==> config.mk <==
export PLATFORM = sky130hd
export DESIGN_NAME = lidar_scan_line_decoder
export DESIGN_NICKNAME = d
export VERILOG_FILES = /design/src/design/lsd_pkg.sv /design/src/design/lsd_decode.sv /design/src/design/lsd_result_fifo.sv /design/src/design/lidar_scan_line_decoder.sv
export SDC_FILE = /design/constraint.sdc
export NUM_CORES = 1
export LEC_CHECK = 0
export BUFFER_PORTS_ARGS = -buffer_cell sky130_fd_sc_hd__buf_2
export CORE_MARGIN = 1
export CORE_UTILIZATION = 64
export CTS_CLUSTER_SIZE = 25
export DETAILED_ROUTE_END_ITERATION = 12
export GPL_TIMING_DRIVEN = 0
export PLACE_DENSITY = 0.88
export SYNTH_ARGS = -nofsm -noshare
export SYNTH_HDL_FRONTEND = slang
export SYNTH_SLANG_ARGS = --single-unit
==> constraint.sdc <==
create_clock -name clk_i -period 14.95 [get_ports clk_i]
set_clock_uncertainty 0.1 [all_clocks]
set_input_delay 2.99 -clock clk_i [delete_from_list [all_inputs] [get_ports clk_i]]
set_output_delay 2.99 -clock clk_i [all_outputs]
set_load 0.01 [all_outputs]
==> src/design/lsd_pkg.sv <==
`timescale 1ns / 1ps
`default_nettype none
// ----------------------------------------------------------------------------
// Scan line decoder package
// Character codes, result kinds, the result record and shared helpers.
// ----------------------------------------------------------------------------
package lsd_pkg;

  localparam logic [7:0]  CHAR_LF   = 8'h0A;
  localparam logic [7:0]  CHAR_G    = 8'h47;
  localparam logic [7:0]  CHAR_D    = 8'h44;
  localparam logic [7:0]  CHAR_ZERO = 8'h30;
  localparam logic [7:0]  CHAR_P    = 8'h50;

  localparam logic [2:0]  LINE_TS_LEN = 3'd5;
  localparam logic [2:0]  LINE_SAT    = 3'd6;

  localparam logic [11:0] FRAME_POINTS_RESET = 12'd1081;
  localparam logic [12:0] COUNT_MAX          = 13'h1FFF;
  localparam int          MAX_POINTS_DEFAULT = 2048;

  typedef enum logic [1:0] {
    KIND_POINT     = 2'd0,
    KIND_FRAME_END = 2'd1,
    KIND_TIMESTAMP = 2'd2
  } kind_e;

  typedef struct packed {
    kind_e        kind;
    logic [10:0]  index;
    logic [17:0]  value;
    logic         ok;
    logic         last;
  } result_t;

  // Results produced by one byte, at most two.
  typedef struct packed {
    logic [1:0]         count;
    result_t [1:0]      res;
  } push_t;

  function automatic logic [5:0] six_bits(input logic [7:0] c);
    logic [7:0] diff;
    diff = c - CHAR_ZERO;
    return diff[5:0];
  endfunction

endpackage
`default_nettype wire

==> src/design/lsd_decode.sv <==
`timescale 1ns / 1ps
`default_nettype none
// ----------------------------------------------------------------------------
// Scan line decoder core
// Line state, character groups and frame counters, updated once per byte.
// ----------------------------------------------------------------------------
module lsd_decode
  import lsd_pkg::*;
#(
  parameter int MAX_POINTS = MAX_POINTS_DEFAULT
) (
  input  wire logic        clk_i,
  input  wire logic        rst_ni,
  input  wire logic        en_i,
  input  wire logic [7:0]  byte_i,
  input  wire logic        cfg_we_i,
  input  wire logic [11:0] cfg_data_i,
  output push_t            push_o
);

  logic [11:0]     fp_q;
  logic [2:0]      len_q, len_d;
  logic [4:0][7:0] held_q, held_d;
  logic [5:0]      g0_q, g0_d, g1_q, g1_d;
  logic [1:0]      fill_q, fill_d;
  logic [12:0]     cnt_q, cnt_d;
  logic [11:0]     pidx_q, pidx_d;
  logic            seen_q, seen_d;

  logic is_gd, is_00p;

  assign is_gd  = (len_q >= 3'd2) && (held_q[0] == CHAR_G) && (held_q[1] == CHAR_D);
  assign is_00p = (len_q >= 3'd3) && (held_q[0] == CHAR_ZERO) &&
                  (held_q[1] == CHAR_ZERO) && (held_q[2] == CHAR_P);

  always_comb begin : decode
    logic [1:0]      fill;
    logic [5:0]      g0, g1, v;
    logic [12:0]     cnt;
    logic [11:0]     pidx;
    logic [1:0]      n;
    result_t [1:0]   res;
    logic [4:0]      ap_en;
    logic [4:0][7:0] ap_chr;
    logic [13:0]     expect_cnt;

    fill       = fill_q;
    g0         = g0_q;
    g1         = g1_q;
    cnt        = cnt_q;
    pidx       = pidx_q;
    n          = 2'd0;
    res        = '0;
    ap_en      = '0;
    ap_chr     = held_q;
    v          = '0;
    expect_cnt = {1'b0, fp_q, 1'b0} + {2'b00, fp_q};
    len_d      = len_q;
    held_d     = held_q;
    seen_d     = seen_q;

    if (en_i) begin
      if (byte_i == CHAR_LF) begin
        len_d = 3'd0;
        if (len_q != 3'd0) begin
          if (is_gd) begin
            if (seen_q) begin
              res[0].kind = KIND_FRAME_END;
              res[0].ok   = ({1'b0, cnt_q} == expect_cnt);
              n           = 2'd1;
              cnt         = '0;
              fill        = '0;
              g0          = '0;
              g1          = '0;
              pidx        = '0;
              seen_d      = 1'b0;
            end
          end else if (is_00p) begin
            // Status line, dropped.
          end else if (len_q == LINE_TS_LEN) begin
            res[0].kind  = KIND_TIMESTAMP;
            res[0].value = {six_bits(held_q[0]), six_bits(held_q[1]), six_bits(held_q[2])};
            n            = 2'd1;
            seen_d       = 1'b0;
          end else if (len_q >= LINE_SAT) begin
            // The pending character is the checksum.
            seen_d = 1'b1;
          end else begin
            // Short data line: everything but its last character.
            for (int i = 0; i < 4; i++) begin
              ap_en[i] = (3'(i + 1) < len_q);
            end
            seen_d = 1'b1;
          end
        end
      end else if (len_q < LINE_TS_LEN) begin
        held_d[len_q] = byte_i;
        len_d         = len_q + 3'd1;
      end else if (len_q == LINE_TS_LEN) begin
        len_d = LINE_SAT;
        if (!(is_gd || is_00p)) begin
          ap_en     = 5'b11111;
          held_d[4] = byte_i;
        end
      end else if (!(is_gd || is_00p)) begin
        ap_en[0]  = 1'b1;
        ap_chr[0] = held_q[4];
        held_d[4] = byte_i;
      end
    end

    for (int i = 0; i < 5; i++) begin
      if (ap_en[i]) begin
        v = six_bits(ap_chr[i]);
        if (fill != 2'd2) begin
          if (fill == 2'd0) begin
            g0 = v;
          end else begin
            g1 = v;
          end
          fill = fill + 2'd1;
        end else begin
          fill = 2'd0;
          if (cnt < COUNT_MAX) begin
            if ((pidx < fp_q) && (32'(pidx) < MAX_POINTS)) begin
              res[n[0]].kind  = KIND_POINT;
              res[n[0]].index = pidx[10:0];
              res[n[0]].value = {g0, g1, v};
              n               = n + 2'd1;
            end
            pidx = pidx + 12'd1;
          end
        end
        if (cnt < COUNT_MAX) begin
          cnt = cnt + 13'd1;
        end
      end
    end

    if (n == 2'd2) begin
      res[1].last = 1'b1;
    end else if (n == 2'd1) begin
      res[0].last = 1'b1;
    end

    fill_d       = fill;
    g0_d         = g0;
    g1_d         = g1;
    cnt_d        = cnt;
    pidx_d       = pidx;
    push_o.count = n;
    push_o.res   = res;
  end

  always_ff @(posedge clk_i or negedge rst_ni) begin
    if (!rst_ni) begin
      fp_q   <= FRAME_POINTS_RESET;
      len_q  <= '0;
      g0_q   <= '0;
      g1_q   <= '0;
      fill_q <= '0;
      cnt_q  <= '0;
      pidx_q <= '0;
      seen_q <= 1'b0;
    end else begin
      if (cfg_we_i) begin
        fp_q <= cfg_data_i;
      end
      len_q  <= len_d;
      g0_q   <= g0_d;
      g1_q   <= g1_d;
      fill_q <= fill_d;
      cnt_q  <= cnt_d;
      pidx_q <= pidx_d;
      seen_q <= seen_d;
    end
  end

  always_ff @(posedge clk_i) begin
    held_q <= held_d;
  end

  a_fill_range: assert property (@(posedge clk_i) disable iff (!rst_ni)
    fill_q != 2'd3)
    else $error("group fill out of range");

  a_len_range: assert property (@(posedge clk_i) disable iff (!rst_ni)
    len_q <= LINE_SAT)
    else $error("line length out of range");

  a_idle_no_push: assert property (@(posedge clk_i) disable iff (!rst_ni)
    !en_i |-> (push_o.count == 2'd0) ##1 $stable(cnt_q))
    else $error("state or results changed without a byte");

endmodule
`default_nettype wire

==> src/design/lsd_result_fifo.sv <==
`timescale 1ns / 1ps
`default_nettype none
// ----------------------------------------------------------------------------
// Scan line decoder result queue
// Four-entry queue that takes up to two results a cycle and hands out one.
// ----------------------------------------------------------------------------
module lsd_result_fifo
  import lsd_pkg::*;
(
  input  wire logic  clk_i,
  input  wire logic  rst_ni,
  input  wire push_t push_i,
  input  wire logic  pop_i,
  output result_t    head_o,
  output logic       valid_o,
  output logic       room_o
);

  localparam int DEPTH = 4;
  localparam int AW    = $clog2(DEPTH);

  result_t           mem_q [DEPTH];
  logic [AW-1:0]     wr_q, rd_q;
  logic [AW:0]       count_q;

  assign valid_o = (count_q != '0);
  assign room_o  = (count_q <= (AW + 1)'(DEPTH - 2));
  assign head_o  = mem_q[rd_q];

  always_ff @(posedge clk_i or negedge rst_ni) begin
    if (!rst_ni) begin
      wr_q    <= '0;
      rd_q    <= '0;
      count_q <= '0;
    end else begin
      wr_q    <= wr_q + AW'(push_i.count);
      rd_q    <= rd_q + AW'(pop_i);
      count_q <= count_q + (AW + 1)'(push_i.count) - (AW + 1)'(pop_i);
    end
  end

  always_ff @(posedge clk_i) begin
    if (push_i.count != 2'd0) begin
      mem_q[wr_q] <= push_i.res[0];
    end
    if (push_i.count == 2'd2) begin
      mem_q[wr_q + AW'(1)] <= push_i.res[1];
    end
  end

  a_no_overflow: assert property (@(posedge clk_i) disable iff (!rst_ni)
    count_q <= (AW + 1)'(DEPTH))
    else $error("result queue overflow");

  a_push_room: assert property (@(posedge clk_i) disable iff (!rst_ni)
    (push_i.count != 2'd0) |-> room_o)
    else $error("results written without room");

  a_pop_drains: assert property (@(posedge clk_i) disable iff (!rst_ni)
    (pop_i && valid_o && push_i.count == 2'd0) |=> count_q == $past(count_q) - 1'b1)
    else $error("pop did not drain the queue");

endmodule
`default_nettype wire

==> src/design/lidar_scan_line_decoder.sv <==
`timescale 1ns / 1ps
`default_nettype none
// ----------------------------------------------------------------------------
// Lidar scan line decoder
// Splits a rangefinder reply stream into lines and decodes distances,
// timestamps and frame ends.
// ----------------------------------------------------------------------------
//  Channel  Dir  Handshake                 Payload
//  in       in   in_valid_i / in_ready_o   data_byte_i
//  out      out  out_valid_o / out_ready_i kind_o, point_index_o, value_o,
//                                          frame_ok_o, last_o
//  cfg      in   cfg_valid_i / cfg_ready_o cfg_data_i (frame_points)
//
// One byte is accepted per cycle while the result queue has room. A byte is
// decoded while it sits in the input register, its results enter the queue
// at the next edge, and its first result is offered once earlier results leave.
// A byte that releases two distances occupies two slots of the four-entry
// result queue, and the queue's output port hands them out one at a time.
// No clearing pass after reset. A stalled output fills the queue, and input
// stalls once fewer than two slots are free.
// ----------------------------------------------------------------------------
module lidar_scan_line_decoder
  import lsd_pkg::*;
#(
  parameter int MAX_POINTS = MAX_POINTS_DEFAULT
) (
  input  wire logic        clk_i,
  input  wire logic        rst_ni,
  input  wire logic        in_valid_i,
  output logic             in_ready_o,
  input  wire logic [7:0]  data_byte_i,
  output logic             out_valid_o,
  input  wire logic        out_ready_i,
  output logic [1:0]       kind_o,
  output logic [10:0]      point_index_o,
  output logic [17:0]      value_o,
  output logic             frame_ok_o,
  output logic             last_o,
  input  wire logic        cfg_valid_i,
  output logic             cfg_ready_o,
  input  wire logic [11:0] cfg_data_i
);

  logic       vld_q, vld_d;
  logic [7:0] byte_q;
  logic       advance, room;
  push_t      push;
  result_t    head;

  assign advance     = vld_q && room;
  assign in_ready_o  = !vld_q || advance;
  assign cfg_ready_o = 1'b1;

  always_comb begin
    vld_d = vld_q;
    if (in_valid_i && in_ready_o) begin
      vld_d = 1'b1;
    end else if (advance) begin
      vld_d = 1'b0;
    end
  end

  always_ff @(posedge clk_i or negedge rst_ni) begin
    if (!rst_ni) begin
      vld_q <= 1'b0;
    end else begin
      vld_q <= vld_d;
    end
  end

  always_ff @(posedge clk_i) begin
    if (in_valid_i && in_ready_o) begin
      byte_q <= data_byte_i;
    end
  end

  lsd_decode #(
    .MAX_POINTS(MAX_POINTS)
  ) u_decode (
    .clk_i      (clk_i),
    .rst_ni     (rst_ni),
    .en_i       (advance),
    .byte_i     (byte_q),
    .cfg_we_i   (cfg_valid_i && cfg_ready_o),
    .cfg_data_i (cfg_data_i),
    .push_o     (push)
  );

  lsd_result_fifo u_fifo (
    .clk_i   (clk_i),
    .rst_ni  (rst_ni),
    .push_i  (push),
    .pop_i   (out_valid_o && out_ready_i),
    .head_o  (head),
    .valid_o (out_valid_o),
    .room_o  (room)
  );

  assign kind_o        = head.kind;
  assign point_index_o = head.index;
  assign value_o       = head.value;
  assign frame_ok_o    = head.ok;
  assign last_o        = head.last;

endmodule
`default_nettype wire
Word-level counts from Yosys, hierarchy flattened
Memories as Yosys holds them, arrays and structs flattened.
Cells that the tools add are included.
{ "totals": {"mem_bits_rw": 132, "regBits": 111, "wordCells": 376, "in_bits": 25, "output_inout_bits": 36, "memories": 1} }
{ "op_classes": {"n_bitwise": 1, "magnitude_cmp": 36, "reduce_logical": 36, "muxes": 234, "n_eq_ne": 17, "addsub": 33} }
{ "mem_list": {"columns": ["memory", "words", "word_bits", "read_ports", "rd_ports_with_merged_regs", "wr", "line", "rtl"], "rows": [
  ["u_fifo.mem_q", 4, 33, 1, 0, 2, "lsd_result_fifo.sv:22", "result_t mem_q [DEPTH];"]
]} }
{ "ops": {"columns": ["op", "n"], "rows": [
  ["2-to-1 mux 66 bit", 20],
  ["bitwise mux 66 bit", 15],
  ["demux 33 bit (select 1 bit)", 15],
  ["2-to-1 mux 6 bit", 45],
  ["2-to-1 mux 12 bit", 20],
  ["2-to-1 mux 13 bit", 15],
  ["2-to-1 mux 33 bit", 5],
  ["2-to-1 mux 31 bit", 5],
  ["2-to-1 mux 20 bit", 5],
  ["2-to-1 mux 2 bit", 46],
  ["adder 13 x 1 -> 13 bit, second input constant", 5],
  ["< comparator 13 bit, second input constant", 5],
  ["adder 12 x 1 -> 12 bit, second input constant", 5],
  ["< comparator 12 bit", 5],
  ["< comparator 12 bit, second input constant", 5],
  ["2-to-1 mux 19 bit", 3],
  ["2-to-1 mux 18 bit", 3],
  ["bitwise mux 40 bit", 1],
  ["subtractor 6 bit, second input constant", 6],
  ["2-to-1 mux 4 bit", 7],
  ["demux 8 bit (select 3 bit)", 1],
  ["== test 8 x 7 -> 1 bit, second input constant", 3],
  ["2-to-1 mux 8 bit", 3],
  ["adder 2 x 1 -> 2 bit, second input constant", 11],
  ["38 further kinds", 103]
]} }

Depth between registers and ports, before layout
{ "logic_depth": {"depth_word": 50, "mapped_depth": 51, "ltp_nobuf": 44} }

By module
From an unflattened synthesis, not the netlist that was laid out.
{ "hier_totals": {"hier_cells": 1921, "hier_area_um2": 19133.4} }
{ "modules_own_cells": {"columns": ["module", "area_each_um2", "seq_area_each_um2", "cells_each", "instances"], "rows": [
  ["lsd_decode", 11990.2, 2463.6, 1547, 1],
  ["lsd_result_fifo", 6825.3, 4139.0, 358, 1],
  ["lidar_scan_line_decoder", 317.8, 265.3, 16, 1]
]} }

Worst setup path after synthesis
OpenSTA, ideal clock, no wires.
{ "synth_timing": {"path_type": "flip-flop to flip-flop", "start": "register u_decode.len_q[0]", "end": "memory u_fifo.mem_q[1][0] in the netlist's numbering, enable pin", "arrival_time_ns": 11.910, "required_time_ns": 14.376, "setup_slack_ns": 2.466, "path_buffers": 5, "setup_ns": 0.474, "stages_incl_launch_ff": 46, "period_less_slack_ns": 12.484, "path_cell_list": "dfrtp_1 buf_2 inv_1 ha_1 a211oi_1 nor3_2 nand4_1 clkbuf_1 clkbuf_1 and2_1 ha_1 and3_1 nand3_1 a211oi_2 nand3_2 or4_4 a21bo_2 nor4_2 (+10 left out) or4_1 xnor2_2 ha_1 a21o_1 a21oi_1 nor2b_1 o21ai_0 nand2b_1 a21oi_1 nor2b_1 o21ai_0 nand4_1 or2_2 a211oi_2 buf_2 or2_2 a21oi_1 a211oi_1"} }
{ "synth_lines": {"columns": ["element", "line", "rtl"], "rows": [
  ["start: declaration", "lsd_decode.sv:22", "logic [2:0] len_q, len_d;"],
  ["start signal: assignment", "lsd_decode.sv:169", "len_q <= len_d;"],
  ["end: declaration", "lsd_result_fifo.sv:22", null]
]} }

==> flow_summary.ini <==
[status]
outcome = finished clean

[critical_path]
crit_buf_inv = 7
crit_required_ps = 15110
critPathCaptureType = flop
max_stage_delay_ps = 880
worstSetupStartpointType = flop
path_delay_family = simple AND/OR/NAND/NOR gates
worstSetupPathType = reg -> reg
crit_arrival_ps = 14080
cp_max_fo = 14
cp_common_cell = ha_1
critPathSlowestCell = nor4_2

[final_layout]
design_area_mm2 = 0.0209
fin_nets = 2251
antenna_cells = 0
ff_latch_area_mm2 = 0.00687
multiInputGateArea_mm2 = 0.0115
drive_above_1_share_pct = 12.4
area_growth_pct = 9.66
fill_cells = 2111

[synthesis]
synth.most_common_cell = nand2_1
ys_seq_area_share_pct = 36.0
synth_commonest_cells = nand2_1, edfxtp_1, o21ai_0
synth_top_area_cell = edfxtp_1
ys_types = 109
synth_edf_count = 176
synth_area_mm2 = 0.0191
postSynth.asyncResetShare_pct = 26.4
syn_inst = 2037
ys_seq_elements = 239
syn_nets = 2157
avgSynthCellArea_um2 = 9.36
synthTopCellsByArea = edfxtp_1, dfrtp_1, ha_1
synthFlopType = edfxtp_1
yosysWarnings = 0
synth_top_area_share_pct = 27.7

[die]
dieWidth_um = 175
die-area_mm2 = 0.0305
start_util_pct = 65.7
ios = 61
rows = 62
core_area_mm2 = 0.0290
die_height_um = 175

[power]
power.density_mw_per_mm2 = 149
p_leak_nw = 8.27
vdd_ir_drop_max_mv = 0.189

[routing]
drt_iter0_drc = 2915
ant_nets = 0
wl_per_cell_um = 27.5
drc = 0
via_per_inst = 7.35
vias = 18600
wl_mm = 69.6
dr.pass1.iters = 7

[placement]
placedInstanceArea_mm2 = 0.0201
hpwl_mm = 52.6
place.gp.congestion = 1.01
io_buffer_count = 59

[clocking]
htree_levels = 1
cts_tree = built
clkSinkCount = 239
postCtsHoldBufs = 0
cts.path.max_buffers = 3
clk_pin_slew_ps = 70
cts_root_buf = clkbuf_16
ctsResizeCount = 0
clk_latency_ps = 550
post_cts_buffers = 0
cts_made_buffers = 25

[timing]
slew_headroom_pct = 11.7
finalSetupTns_ps = 0
finalCriticalPeriod_ps = 13920
max_slew.worst_pin.slew_ps = 1320
rsz0062_at_grt = no
hold_viol = 0
setup_violations = 0
fmax_mhz = 71.8
finalCritPeriodShare_pct = 93.1
drv_slew = 0

[hold_path]
worst_hold_path_type = reg -> reg

[global_routing]
grt_pass1_wl_mm = 105
antenna_found_initial = 0
grt_overflow = 0
grt_max_degree = 64
grt_use_total_pct = 45.1
first_global_vias = 17700

[run]
max_cap_violations = 0
-- cell families after synthesis --
family	count (synthesis)	synth area share, %
adder cells (fa/ha/maj)	95	6.31
flip-flops	239	36.0
buffers and inverters	178	3.86
AND/OR/NAND/NOR	751	20.1
other	1	0.0197
AO/OA/AOI/OAI	510	18.1
multiplexers	156	10.5
XOR/XNOR	107	5.03
-- sequential cells by signal (all words and copies together), names as in the netlist --
signal and cells:
u_fifo.count_q 3, u_decode.decode.ap_chr 28, u_decode.fill_q 2, u_decode.g0_q 6, byte_q 8, u_decode.seen_q 1, u_fifo.wr_q 2, u_decode.g1_q 6
u_decode.held_q 8, u_decode.len_q 3, vld_q 1, u_fifo.rd_q 2, u_decode.pidx_q 12, u_decode.fp_q 12, u_decode.cnt_q 13, u_fifo.mem_q 132
-- power by group --
group | total [mW] | switching (mW) | internal, mW
logic | 1.49 | 0.976 | 0.513
registers | 0.972 | 0.0949 | 0.877
clock network | 0.651 | 0.287 | 0.364
total | 3.11 | 1.36 | 1.75
-- path summary, 6_finish.rpt --
path                                         from                 end  slack (ps)  cells past startpoint
worst max-delay path            u_decode.len_q[0]  u_fifo.mem_q[3][9]        1030                     47
worst min-delay path               u_fifo.wr_q[0]      u_fifo.wr_q[0]         450                      1
worst max register to register  u_decode.len_q[0]  u_fifo.mem_q[3][9]        1030                     47
worst min register to register     u_fifo.wr_q[0]      u_fifo.wr_q[0]         450                      1
max in group asynchronous                  rst_ni    u_decode.g0_q[1]       11650                      1
min in group asynchronous                  rst_ni  u_decode.cnt_q[11]        2460                      1
-- routing by layer --
| layer | track usage (%) | wire length (um) |
|---|---|---|
| met1 | 59.2 | 25300 |
| met2 | 71.2 | 30900 |
| met3 | 9.94 | 9570 |
| met4 | 21.1 | 3890 |
| met5 | 0 | 0 |
-- metrics by stage --
| stage | util [%] | total power [mW] | worst slack (ps) | std cells | hold WS [ps] |
|---|---|---|---|---|---|
| final | 72.1 | 3.11 | 1030 | 2534 | 455 |
| after global routing | 72.1 | 3.22 | 476 | 2534 | 467 |
| after CTS | 72.1 | 3.04 | 1450 | 2534 | 446 |
| after detailed placement | 69.2 | 2.39 | 1570 | 2488 | 442 |
| after global placement | 68.4 | 2.30 | -1550 | 2480 | 384 |
| after floorplan | - | 1.91 | 2470 | 2037 | 377 |
-- cells in the final DEF (no fill, tap or decap), types with 48 or more instances in the layout --
master | Yosys | routed
xnor2_1 | 68 | 68
clkbuf_1 | 65 | 69
o21ai_0 | 127 | 126
nand3_1 | 58 | 58
mux2i_1 | 94 | 94
ha_1 | 93 | 93
nand2_1 | 250 | 250
buf_2 | 15 | 74
dfrtp_1 | 58 | 58
edfxtp_1 | 176 | 176
inv_1 | 83 | 83
nor2_1 | 124 | 124
nor3_1 | 48 | 48
a21oi_1 | 108 | 108
-- worst reg2reg max path, delay by kind of cell, from the launching register on --
family                     cells  cell delay [ps]
AOI/OAI and AO/OA             13             4100
xor gates and xnor gates       2              690
adders and majority gates      4             1180
buffers and inverters          7             1960
DFF                            1              420
and+or+nand+nor               21             5190
-- cell type report --
class / instances / share of cell area (%)
clock buffer: 29 / 3.06
timing repair buffer: 67 / 2.21
tap: 384 / 2.30
inverter: 83 / 1.49
multi-input combinational: 1620 / 55.2
sequential: 239 / 32.8
buffer: 95 / 2.03
clock inverter: 17 / 0.897
(Power assumes the default switching activity.)
